`config.mk`:
```
export PLATFORM = sky130hd
export DESIGN_NAME = deadline_ordered_timer_queue_top
export DESIGN_NICKNAME = d
export VERILOG_FILES = /design/src/sv/dotq_pkg.sv /design/src/sv/dotq_store.sv /design/src/sv/dotq_scan.sv /design/src/sv/deadline_ordered_timer_queue_top.sv
export SDC_FILE = /design/constraint.sdc
export NUM_CORES = 1
export LEC_CHECK = 0
export ABC_AREA = 1
export BUFFER_PORTS_ARGS = -buffer_cell sky130_fd_sc_hd__buf_4
export CAP_MARGIN = 15
export CORE_MARGIN = 2
export CORE_UTILIZATION = 45
export CTS_CLUSTER_DIAMETER = 30
export DETAILED_ROUTE_END_ITERATION = 6
export SYNTH_ARGS = -nofsm -noshare
export SYNTH_HDL_FRONTEND = slang
export SYNTH_SLANG_ARGS = --single-unit
export TNS_END_PERCENT = 1
```
`constraint.sdc`:
```
create_clock -name clk -period 8.5 [get_ports clk]
set_input_delay 2.125 -clock clk [delete_from_list [all_inputs] [get_ports clk]]
set_output_delay 2.125 -clock clk [all_outputs]
set_load 0.01 [all_outputs]
```
`src/sv/dotq_pkg.sv`:
```
`timescale 1ns / 1ps

package dotq_pkg;

  // Queue geometry and field widths.
  localparam int CAPACITY = 16;
  localparam int IDX_W    = $clog2(CAPACITY);
  localparam int CNT_W    = IDX_W + 1;
  localparam int TIME_W   = 32;
  localparam int DELAY_W  = 24;
  localparam int TAG_W    = 8;
  localparam int OP_W     = 2;
  localparam int MAX_OUT  = 16;
  localparam int EMIT_W   = $clog2(MAX_OUT + 1);

  // Operation codes of an input item.
  localparam logic [OP_W-1:0] OP_SET   = 2'd0;
  localparam logic [OP_W-1:0] OP_TICK  = 2'd1;
  localparam logic [OP_W-1:0] OP_CLEAR = 2'd2;

  typedef struct packed {
    logic [OP_W-1:0]    opcode;
    logic [DELAY_W-1:0] delay_ticks;
    logic [TAG_W-1:0]   timer_tag;
  } in_item_t;

  typedef struct packed {
    logic [TAG_W-1:0] fired_tag;
    logic             rejected;
    logic             last_of_run;
  } out_item_t;

  // Commands from the sequencer to the entry store.
  typedef struct packed {
    logic              ins;
    logic              clr;
    logic              rm;
    logic [IDX_W-1:0]  rm_idx;
    logic [IDX_W-1:0]  rm_order;
    logic              rd_en;
    logic [IDX_W-1:0]  rd_addr;
    logic [TIME_W-1:0] ins_deadline;
    logic [TAG_W-1:0]  ins_tag;
  } store_cmd_t;

  // Status and read data returned by the entry store.
  typedef struct packed {
    logic                full;
    logic [CAPACITY-1:0] valid_vec;
    logic [TIME_W-1:0]   rd_deadline;
    logic [TAG_W-1:0]    rd_tag;
    logic                rd_valid;
    logic [IDX_W-1:0]    rd_order;
  } store_rsp_t;

  // Running result of one scan over the store.
  typedef struct packed {
    logic             found;
    logic [IDX_W-1:0] best_idx;
    logic [IDX_W-1:0] best_order;
    logic [TAG_W-1:0] best_tag;
    logic [CNT_W-1:0] exp_cnt;
  } scan_res_t;

endpackage

```
`src/sv/dotq_store.sv`:
```
`timescale 1ns / 1ps

module dotq_store import dotq_pkg::*; (
  input  logic       clk,
  input  logic       rst_n,
  input  store_cmd_t cmd,
  output store_rsp_t rsp
);

  logic [TIME_W+TAG_W-1:0] mem [CAPACITY];
  logic [TIME_W+TAG_W-1:0] rd_data_r;
  logic [CAPACITY-1:0]     valid_r;
  logic [IDX_W-1:0]        order_r [CAPACITY];
  logic                    rd_valid_r;
  logic [IDX_W-1:0]        rd_order_r;
  logic [IDX_W-1:0]        free_slot;
  logic [CNT_W-1:0]        fill_cnt;

  // Lowest free slot and number of pending timers.
  always_comb begin
    free_slot = '0;
    fill_cnt  = '0;
    for (int i = CAPACITY - 1; i >= 0; i--) begin
      if (!valid_r[i]) begin
        free_slot = IDX_W'(i);
      end
    end
    for (int i = 0; i < CAPACITY; i++) begin
      fill_cnt = fill_cnt + CNT_W'(valid_r[i]);
    end
  end

  // Deadline and tag memory, one write port and one registered read port.
  always_ff @(posedge clk) begin
    if (cmd.ins) begin
      mem[free_slot] <= {cmd.ins_deadline, cmd.ins_tag};
    end
    if (cmd.rd_en) begin
      rd_data_r  <= mem[cmd.rd_addr];
      rd_valid_r <= valid_r[cmd.rd_addr];
      rd_order_r <= order_r[cmd.rd_addr];
    end
  end

  // Occupancy flags.
  always_ff @(posedge clk) begin
    if (!rst_n) begin
      valid_r <= '0;
    end else if (cmd.clr) begin
      valid_r <= '0;
    end else if (cmd.ins) begin
      valid_r[free_slot] <= 1'b1;
    end else if (cmd.rm) begin
      valid_r[cmd.rm_idx] <= 1'b0;
    end
  end

  // Insertion ranks: a new timer ranks last, and younger ranks close up on removal.
  always_ff @(posedge clk) begin
    for (int i = 0; i < CAPACITY; i++) begin
      if (cmd.rm && valid_r[i] && (order_r[i] > cmd.rm_order)) begin
        order_r[i] <= order_r[i] - 1'b1;
      end
    end
    if (cmd.ins) begin
      order_r[free_slot] <= fill_cnt[IDX_W-1:0];
    end
  end

  assign rsp.full        = &valid_r;
  assign rsp.valid_vec   = valid_r;
  assign rsp.rd_deadline = rd_data_r[TIME_W+TAG_W-1:TAG_W];
  assign rsp.rd_tag      = rd_data_r[TAG_W-1:0];
  assign rsp.rd_valid    = rd_valid_r;
  assign rsp.rd_order    = rd_order_r;

endmodule

```
`src/sv/dotq_scan.sv`:
```
`timescale 1ns / 1ps

module dotq_scan import dotq_pkg::*; (
  input  logic              clk,
  input  logic              rst_n,
  input  logic              start,
  input  logic              chk_v,
  input  logic [IDX_W-1:0]  chk_idx,
  input  logic [TIME_W-1:0] cur_time,
  input  store_rsp_t        rsp,
  output scan_res_t         res
);

  logic              found_r;
  logic [CNT_W-1:0]  exp_cnt_r;
  logic [TIME_W-1:0] best_rem_r;
  logic [IDX_W-1:0]  best_idx_r;
  logic [IDX_W-1:0]  best_order_r;
  logic [TAG_W-1:0]  best_tag_r;
  logic [TIME_W-1:0] rem;
  logic              expired;
  logic              better;
  logic              take;

  // Remaining time as a signed difference; zero or negative means due.
  always_comb begin
    rem     = rsp.rd_deadline - cur_time;
    expired = rem[TIME_W-1] || (rem == '0);
    better  = !found_r || ($signed(rem) < $signed(best_rem_r)) ||
              ((rem == best_rem_r) && (rsp.rd_order < best_order_r));
    take    = chk_v && rsp.rd_valid && expired;
  end

  // Count of due timers and whether a candidate exists.
  always_ff @(posedge clk) begin
    if (!rst_n) begin
      found_r   <= 1'b0;
      exp_cnt_r <= '0;
    end else if (start) begin
      found_r   <= 1'b0;
      exp_cnt_r <= '0;
    end else if (take) begin
      exp_cnt_r <= exp_cnt_r + 1'b1;
      if (better) begin
        found_r <= 1'b1;
      end
    end
  end

  // Best candidate so far: earliest deadline, then oldest insertion.
  always_ff @(posedge clk) begin
    if (!start && take && better) begin
      best_rem_r   <= rem;
      best_idx_r   <= chk_idx;
      best_order_r <= rsp.rd_order;
      best_tag_r   <= rsp.rd_tag;
    end
  end

  assign res.found      = found_r;
  assign res.best_idx   = best_idx_r;
  assign res.best_order = best_order_r;
  assign res.best_tag   = best_tag_r;
  assign res.exp_cnt    = exp_cnt_r;

endmodule

```
`src/sv/deadline_ordered_timer_queue_top.sv`:
```
`timescale 1ns / 1ps

// Queue of up to CAPACITY one-shot timers ordered by deadline.
// Input channel in_valid/in_stall/in_data carries set, tick and clear items;
// the result channel out_valid/out_stall/out_data carries fired or rejected tags.
// A transfer happens on a rising edge with valid high and stall low.
// Set on a queue that is not full and clear do not stall the input. A set on a full queue yields
// one rejected result, which passes through the pending-result register and then the output register.
// A tick advances the time and then scans the deadline memory, once when nothing
// is due and once per expiry otherwise: each scan reads one entry a cycle through
// the single read port, and each expiry found is then loaded into the output register.
// At most MAX_OUT timers fire per tick; the rest stay due for later ticks.
// in_stall is high while a tick or a rejection is being worked on.
// When the receiver stalls, the result holds in the output register and the
// scan for the next expiry waits until it is taken.
// Reset clears the time, empties the queue and drops any pending result.
module deadline_ordered_timer_queue_top import dotq_pkg::*; (
  input  logic      clk,
  input  logic      rst_n,
  input  logic      in_valid,
  output logic      in_stall,
  input  in_item_t  in_data,
  output logic      out_valid,
  input  logic      out_stall,
  output out_item_t out_data
);

  localparam logic [1:0] ST_IDLE = 2'd0;
  localparam logic [1:0] ST_SCAN = 2'd1;
  localparam logic [1:0] ST_EMIT = 2'd2;

  logic [1:0]        state_r;
  logic [TIME_W-1:0] time_r;
  logic [CNT_W-1:0]  scan_cnt_r;
  logic              chk_v_r;
  logic [IDX_W-1:0]  chk_idx_r;
  logic [EMIT_W-1:0] emit_n_r;
  out_item_t         res_r;
  logic              out_valid_r;
  out_item_t         out_data_r;

  store_cmd_t cmd;
  store_rsp_t rsp;
  scan_res_t  scan;
  logic       in_fire;
  logic       out_free;
  logic       scan_start;
  logic       scan_done;
  logic       emit_load;
  logic       run_last;

  dotq_store u_store (
    .clk   (clk),
    .rst_n (rst_n),
    .cmd   (cmd),
    .rsp   (rsp)
  );

  dotq_scan u_scan (
    .clk      (clk),
    .rst_n    (rst_n),
    .start    (scan_start),
    .chk_v    (chk_v_r),
    .chk_idx  (chk_idx_r),
    .cur_time (time_r),
    .rsp      (rsp),
    .res      (scan)
  );

  // Handshake and sequencing conditions.
  always_comb begin
    in_stall   = (state_r != ST_IDLE);
    in_fire    = in_valid && !in_stall;
    out_free   = !out_valid_r || !out_stall;
    scan_done  = (state_r == ST_SCAN) && (scan_cnt_r == CNT_W'(CAPACITY)) && !chk_v_r;
    emit_load  = (state_r == ST_EMIT) && out_free;
    run_last   = (scan.exp_cnt == CNT_W'(1)) || (emit_n_r == EMIT_W'(MAX_OUT - 1));
    scan_start = (in_fire && (in_data.opcode == OP_TICK)) ||
                 (emit_load && !res_r.rejected && !res_r.last_of_run);
  end

  // Commands to the entry store.
  always_comb begin
    cmd              = '0;
    cmd.ins_deadline = time_r + TIME_W'(in_data.delay_ticks);
    cmd.ins_tag      = in_data.timer_tag;
    cmd.rd_addr      = scan_cnt_r[IDX_W-1:0];
    cmd.rm_idx       = scan.best_idx;
    cmd.rm_order     = scan.best_order;
    cmd.ins          = in_fire && (in_data.opcode == OP_SET) && !rsp.full;
    cmd.clr          = in_fire && (in_data.opcode == OP_CLEAR);
    cmd.rd_en        = (state_r == ST_SCAN) && (scan_cnt_r != CNT_W'(CAPACITY));
    cmd.rm           = emit_load && !res_r.rejected;
  end

  // Main sequencer.
  always_ff @(posedge clk) begin
    if (!rst_n) begin
      state_r    <= ST_IDLE;
      time_r     <= '0;
      scan_cnt_r <= '0;
      chk_v_r    <= 1'b0;
      emit_n_r   <= '0;
    end else begin
      chk_v_r <= cmd.rd_en;
      unique case (state_r)
        ST_IDLE: begin
          if (in_fire) begin
            if (in_data.opcode == OP_SET && rsp.full) begin
              state_r <= ST_EMIT;
            end else if (in_data.opcode == OP_TICK) begin
              time_r     <= time_r + 1'b1;
              scan_cnt_r <= '0;
              emit_n_r   <= '0;
              state_r    <= ST_SCAN;
            end
          end
        end
        ST_SCAN: begin
          if (cmd.rd_en) begin
            scan_cnt_r <= scan_cnt_r + 1'b1;
          end
          if (scan_done) begin
            state_r <= scan.found ? ST_EMIT : ST_IDLE;
          end
        end
        ST_EMIT: begin
          if (out_free) begin
            if (res_r.rejected || res_r.last_of_run) begin
              state_r <= ST_IDLE;
            end else begin
              scan_cnt_r <= '0;
              emit_n_r   <= emit_n_r + 1'b1;
              state_r    <= ST_SCAN;
            end
          end
        end
        default: begin
          state_r <= ST_IDLE;
        end
      endcase
    end
  end

  // Pending result and index of the entry in the read stage.
  always_ff @(posedge clk) begin
    if (cmd.rd_en) begin
      chk_idx_r <= cmd.rd_addr;
    end
    if (in_fire && (in_data.opcode == OP_SET) && rsp.full) begin
      res_r <= '{fired_tag: in_data.timer_tag, rejected: 1'b1, last_of_run: 1'b1};
    end else if (scan_done) begin
      res_r <= '{fired_tag: scan.best_tag, rejected: 1'b0, last_of_run: run_last};
    end
  end

  // Output register.
  always_ff @(posedge clk) begin
    if (!rst_n) begin
      out_valid_r <= 1'b0;
    end else if (out_free) begin
      out_valid_r <= emit_load;
    end
  end

  always_ff @(posedge clk) begin
    if (emit_load) begin
      out_data_r <= res_r;
    end
  end

  assign out_valid = out_valid_r;
  assign out_data  = out_data_r;

  // A timer is only removed from an occupied slot.
  a_rm_valid: assert property (@(posedge clk) disable iff (!rst_n)
    cmd.rm |-> rsp.valid_vec[cmd.rm_idx])
    else $error("timer removed from an empty slot");

  // A clear transfer empties the queue.
  a_clear_empty: assert property (@(posedge clk) disable iff (!rst_n)
    cmd.clr |=> (rsp.valid_vec == '0))
    else $error("queue not empty after clear");

  // No more than the limit of expiries per tick.
  a_emit_limit: assert property (@(posedge clk) disable iff (!rst_n)
    emit_n_r <= EMIT_W'(MAX_OUT - 1))
    else $error("too many expiries on one tick");

  // A rejection always closes its run.
  a_reject_last: assert property (@(posedge clk) disable iff (!rst_n)
    out_valid_r |-> (!out_data_r.rejected || out_data_r.last_of_run))
    else $error("rejected result not marked last");

endmodule
```
# Word level (Yosys, flattened, before mapping)
# Memories as Yosys holds them, arrays and structs flattened. A register that Yosys moved wholly into a read port is not among the register bits.
# Index checks and enable logic that the tools add are counted.
# Widths: inputs -> output; s select.
# word_totals
output_inout_bits	12
input_bits	38
elab_cells	271
ramBits	704
n_memories	2
reg_bits	141
# memory_table
memory	depth	width	read_ports	rd_ports_with_merged_regs	write_ports	line	source
u_store.mem	16	40	1	1	1	dotq_store.sv:10	logic [TIME_W+TAG_W-1:0] mem [CAPACITY];
u_store.order_r	16	4	17	1	16	dotq_store.sv:13	logic [IDX_W-1:0] order_r [CAPACITY];
# op_classes
mux	81
reduce_logical	85
n_lt_le_gt_ge	23
n_addsub	37
bitwise	5
eq_ne	17
# ops
operator	count
$mux 4	18
$gt 4x4->1	16
$sub 4x1->4 const B	16
$add 4x1->4	14
$logic_and 1x1->1	52
$mux 5	8
$mux 1	39
$add 32x1->32 const B	1
$add 32x24->32	1
$eq 32x32->1	1
$logic_not 32->1	1
$lt 32x32->1	1
$mux 16	2
$sub 32x32->32	1
$mux 10	2
$and 16x16->16	1
$not 16->16	1
$or 16x16->16	1
$reduce_and 16->1	1
$add 5x1->5 const B	3
$lt 4x5->1 const B	3
$pmux 5 s3	1
$ne 2x2->1 const B	7
$mux 2	6
26 further kinds	51

# Depth between registers and ports, before layout
# depth
word_depth	22
mapped_depth	26
ltp_nobuf	26

# Hierarchy
# From an unflattened synthesis, not the netlist that was laid out.
# unflattened
hier_cells	4280
area_unflattened_um2	44690.4
# by_module_without_submodules
module	cells_each	area_each_um2	n_inst	seq_area_each_um2
dotq_store	2583	33794.9	1	22811.9
deadline_ordered_timer_queue_top	887	5447.7	1	1621.6
dotq_scan	810	5447.7	1	1561.5

# Least setup slack after synthesis
# OpenSTA, ideal clock, no wires.
# synth_timing
path_kind	input port to flip-flop
startpoint	input port out_stall
endpoint	register u_scan.best_idx_r[0] (enable)
required_time_ns	8.046
t_arrival_ns	4.902
path_buffers	0
setup_slack_ns	3.143
setup_time_ns	0.454
path_stages	8
path_cell_list	nand2_1 o22ai_1 nor2_1 nand3_1 nor2_2 inv_1 nand2_1 nor2_1
# synth_between
elab_chain_cells	9
# synth_lines
item	line	source
from (decl)	deadline_ordered_timer_queue_top.sv:24	input logic out_stall,
$logic_not 1->1	deadline_ordered_timer_queue_top.sv:74	out_free = !out_valid_r || !out_stall;
$logic_or 1x1->1	deadline_ordered_timer_queue_top.sv:74	
$logic_and 1x1->1	deadline_ordered_timer_queue_top.sv:76	emit_load = (state_r == ST_EMIT) && out_free;
$logic_and 1x1->1 (2 in series)	deadline_ordered_timer_queue_top.sv:79	(emit_load && !res_r.rejected && !res_r.last_of_run);
$logic_or 1x1->1	deadline_ordered_timer_queue_top.sv:78	scan_start = (in_fire && (in_data.opcode == OP_TICK)) ||
$logic_not 1->1	dotq_scan.sv:52	if (!start && take && better) begin
$logic_and 1x1->1 (2 in series)	dotq_scan.sv:52	
to (signal assigned)	dotq_scan.sv:54	best_idx_r <= chk_idx;
to (decl)	dotq_scan.sv:17	logic [IDX_W-1:0] best_idx_r;
# Every way passes these cells.
# A chain may end at the register's enable or synchronous reset.

==> summary.md <==
| Metric | Value |
|---|---|
| Outcome | `completed` |
| Routed wire per std cell | `21.85 um` |
| Reg2Reg Launch Point | `time_r[24]` |
| Final setup fails | `0` |
| GRT overflow | `0` |
| FMAX | `191.8 MHz` |
| Logic gate share of total power | `0.199` |
| Sequential-to-total area share from yosys stat | `0.6159` |
| First-pass iteration count of the detailed router | `7` |
| Net Sw Power | `4.668 mW` |
| Power Internal | `10.74 mW` |
| Die Span X | `310.3 um` |
| Setup ws final | `3.286 ns` |
| TritonCTS Buffers | `172` |
| Post-DP HPWL | `72.34 mm` |
| Crit. Startpoint | `in_data[8]` |
| Post-CTS Resized | `0` |
| Critical Path End | `u_store.mem[12][38]` |
| Syn nets | `4271` |
| Clock-pin slew on the worst setup and hold paths | `0.05 ns` |
| Post-synth EDFFs | `819` |
| Starting Density | `0.4529` |
| Largest net degree at the start of global routing | `154` |
| H-tree levels | `4` |
| CP required | `8.88 ns` |
| Part of the power in registers | `0.333` |
| Starting DRT DRC Count | `2971` |
| Post-route minimum period | `5.214 ns` |
| Max_slew headroom | `0.2143` |
| Most frequent cells in the layout | `819 x edfxtp_1, 689 x nand2_1, 486 x o21ai_0` |
| Critical Path Fanout Max | `16` |
| Hold_ws | `0.4040 ns` |
| Post-synth cell types | `54` |
| Via-per-instance ratio | `5.526` |
| R2r setup slk | `3.37 ns` |
| Number of global-route vias before repair | `28.99k` |
| Layout Nets | `4414` |
| R2R Path End | `u_scan.best_rem_r[11]` |
| Worst Skew | `0.03494 ns` |
| CTS tree | `done` |
| Fin. Hold Viols | `0` |
| GRT Resource Usage Total | `0.2532` |
| Most used DFF post-synth | `edfxtp_1` |
| Die Area | `96260 um^2` |
| # hold bufs at CTS | `0` |
| Postcts setup bufs | `0` |
| Commonest non-fill, non-tap cell in the layout | `edfxtp_1` |
| Crit path kind | `input pin to flop` |
| Initial antenna violation count | `3` |
| PwrDens | `305.6 nW/um^2` |
| Clk sinks | `889` |
| RSZ-0062 raised after global routing | `false` |
| Final ANT Viol Nets | `0` |
| Post-Syn Instances | `4038` |
| DRC | `0` |
| Total wire length | `122.0 mm` |
| IO Pins | `50` |
| Worst vdd ir | `0.2589 mV` |
| Syn_area_per_cell | `10.45 um^2` |
| Number of I/O port buffers | `49` |
| Startpoint types | `input pin` |
| Asr flop ratio synth | `0` |
| Max-slew violations | `0` |
| Clock latency on the worst-skew pair | `0.76 ns` |
| Crit path capture type | `flop` |
| Number of cells on the worst reg-to-reg path | `22` |
| Placer Congestion | `0.9761` |
| Root Buffer | `clkbuf_16` |
| Tcrit/Tclk final | `0.6134` |
| Setup_tns | `0 ns` |
| Total number of vias | `30.86k` |
| Core Footprint | `93190 um^2` |
| Post-Place Setup Slack | `2.566 ns` |
| Global-route wire length before repair | `180.7 mm` |
| Num rows | `112` |
| Crit path arrival time | `5.59 ns` |
| Total of max-cap violations | `0` |
| Switching Share | `0.3030` |
| Cell Area, Synth | `42210 um^2` |
| Clock Tree Buf Depth | `3` |
| Total Power | `15.40 mW` |
| Area grow syn2layout | `19.43%` |
| #FFs+latches synth | `889` |
| Hold Path Class | `flop to flop` |
| Die Ht | `310.3 um` |
| Clock power share | `0.467` |
| Layout cell share with drive strength beyond 1 | `0.1150` |
| P_leak | `19.10 nW` |
| Worst-Margin Slew | `1.176 ns` |
| Synth Warn # | `0` |
metrics by stage:
| stage | utilization | std cells | instance area (um^2) |
|---|---|---|---|
| floorplan | - | 4038 | 42210 |
| global placement | 0.4727 | 5245 | 44050 |
| detailed placement | 0.4728 | 5246 | 44060 |
| CTS | 0.5396 | 5568 | 50290 |
| global route | 0.5409 | 5583 | 50410 |
| finish | 0.5410 | 5584 | 50410 |
power groups by stage:
stage               clock (mW)  sequential [mW]  combinational, mW
finish                    7.20             5.14               3.07
global placement             0             5.21               3.00
global route              7.49             5.15               3.42
floorplan                    0             5.13               2.14
CTS                       7.27             5.14               3.05
detailed placement           0             5.22               3.03
routing by layer:
layer / global-route usage / vias to the layer above / part of all wire
met4: 0.08718 / 0 / 0.029
met5: 0 / - / 0
met2: 0.3931 / 1131 / 0.45
met1: 0.3587 / 14983 / 0.44
met3: 0.04577 / 227 / 0.073
li1: - / 14515 / -
how the worst min path moves through the flow:
stage | cells after the start | end | start
6_report | 0 | u_scan.best_idx_r[2] | chk_idx_r[2]
5_1_grt | 0 | u_scan.best_idx_r[2] | chk_idx_r[2]
4_1_cts | 0 | u_scan.best_idx_r[2] | chk_idx_r[2]
3_5_place_dp | 0 | u_scan.best_idx_r[0] | chk_idx_r[0]
3_3_place_gp | 0 | u_scan.best_tag_r[2] | u_store.rd_data_r[2]
2_1_floorplan | 0 | out_data[2] | res_r[2]
registers in the layout, indices dropped and copies added (netlist names):
register,count
emit_n_r,5
out_data,10
u_scan.exp_cnt_r,5
u_store.rd_order_r,4
chk_v_r,1
u_scan.best_order_r,4
u_scan.best_rem_r,32
u_store.rd_valid_r,1
u_store.order_r,64
scan_cnt_r,5
u_scan.found_r,1
res_r,10
out_valid,1
u_store.rd_data_r,40
u_scan.best_idx_r,4
u_store.valid_r,16
state_r,2
u_store.mem,640
time_r,32
u_scan.best_tag_r,8
chk_idx_r,4
cell usage after synthesis (3+ instances only):
cell type | instances | share of area
nor3_1 | 50 | 0.0059
o2111ai_1 | 13 | 0.0027
a31oi_1 | 8 | 0.0012
and2_1 | 4 | 0.00059
inv_2 | 24 | 0.0021
nor2_4 | 10 | 0.0027
buf_1 | 15 | 0.0013
o21a_1 | 4 | 0.00071
fa_1 | 12 | 0.0057
ha_1 | 183 | 0.054
nand2_2 | 16 | 0.0024
o21bai_1 | 4 | 0.00071
nand2_1 | 689 | 0.061
a211oi_1 | 6 | 0.0011
inv_1 | 383 | 0.034
nand3_1 | 83 | 0.0098
edfxtp_1 | 819 | 0.58
nor4_4 | 3 | 0.0015
nand3b_1 | 5 | 0.00089
nand4_1 | 55 | 0.0082
nor2_2 | 12 | 0.0018
o31ai_1 | 5 | 0.00089
o21ai_1 | 18 | 0.0021
o211ai_1 | 3 | 0.00053
dfxtp_1 | 70 | 0.033
nand3_2 | 4 | 0.00095
xor2_1 | 63 | 0.013
a21oi_1 | 173 | 0.021
clkbuf_1 | 129 | 0.011
nor3_2 | 5 | 0.0012
o21ai_0 | 486 | 0.058
o22ai_1 | 167 | 0.025
nor3b_1 | 6 | 0.0011
nor2_1 | 462 | 0.041
xnor2_1 | 20 | 0.0042
area by class of cell:
class | instances | area, um^2
clock inverters | 132 | 1770
fillers | 8005 | 42780
inverters | 409 | 1548
flip-flops and latches | 889 | 26000
well taps | 1254 | 1569
diodes | 1 | 2.502
multi-input cells | 2594 | 14170
repair buffers | 115 | 889.6
clock buffers | 190 | 4457
cells by family after synthesis:
| group | Yosys count | synth area share |
|---|---|---|
| AND/OR/NAND/NOR | 1415 | 0.1418 |
| AO/OA/AOI/OAI | 901 | 0.1158 |
| flip-flops | 889 | 0.6159 |
| buffers and inverters | 555 | 0.04941 |
| adder cells (fa/ha/maj) | 195 | 0.05994 |
| XOR/XNOR | 83 | 0.01722 |
critical path, stage by stage:
cell and delay (ns):
buf_4 0.08, ha_1 0.16, inv_1 0.06, fa_1 0.39
o21ai_0 0.31, a21boi_1 0.22, o21ai_2 0.37, a21oi_1 0.19
o21bai_1 0.33, nand2_1 0.17, a21oi_1 0.23, nand2_1 0.10
xor2_1 0.86
(Power assumes the default switching activity.)
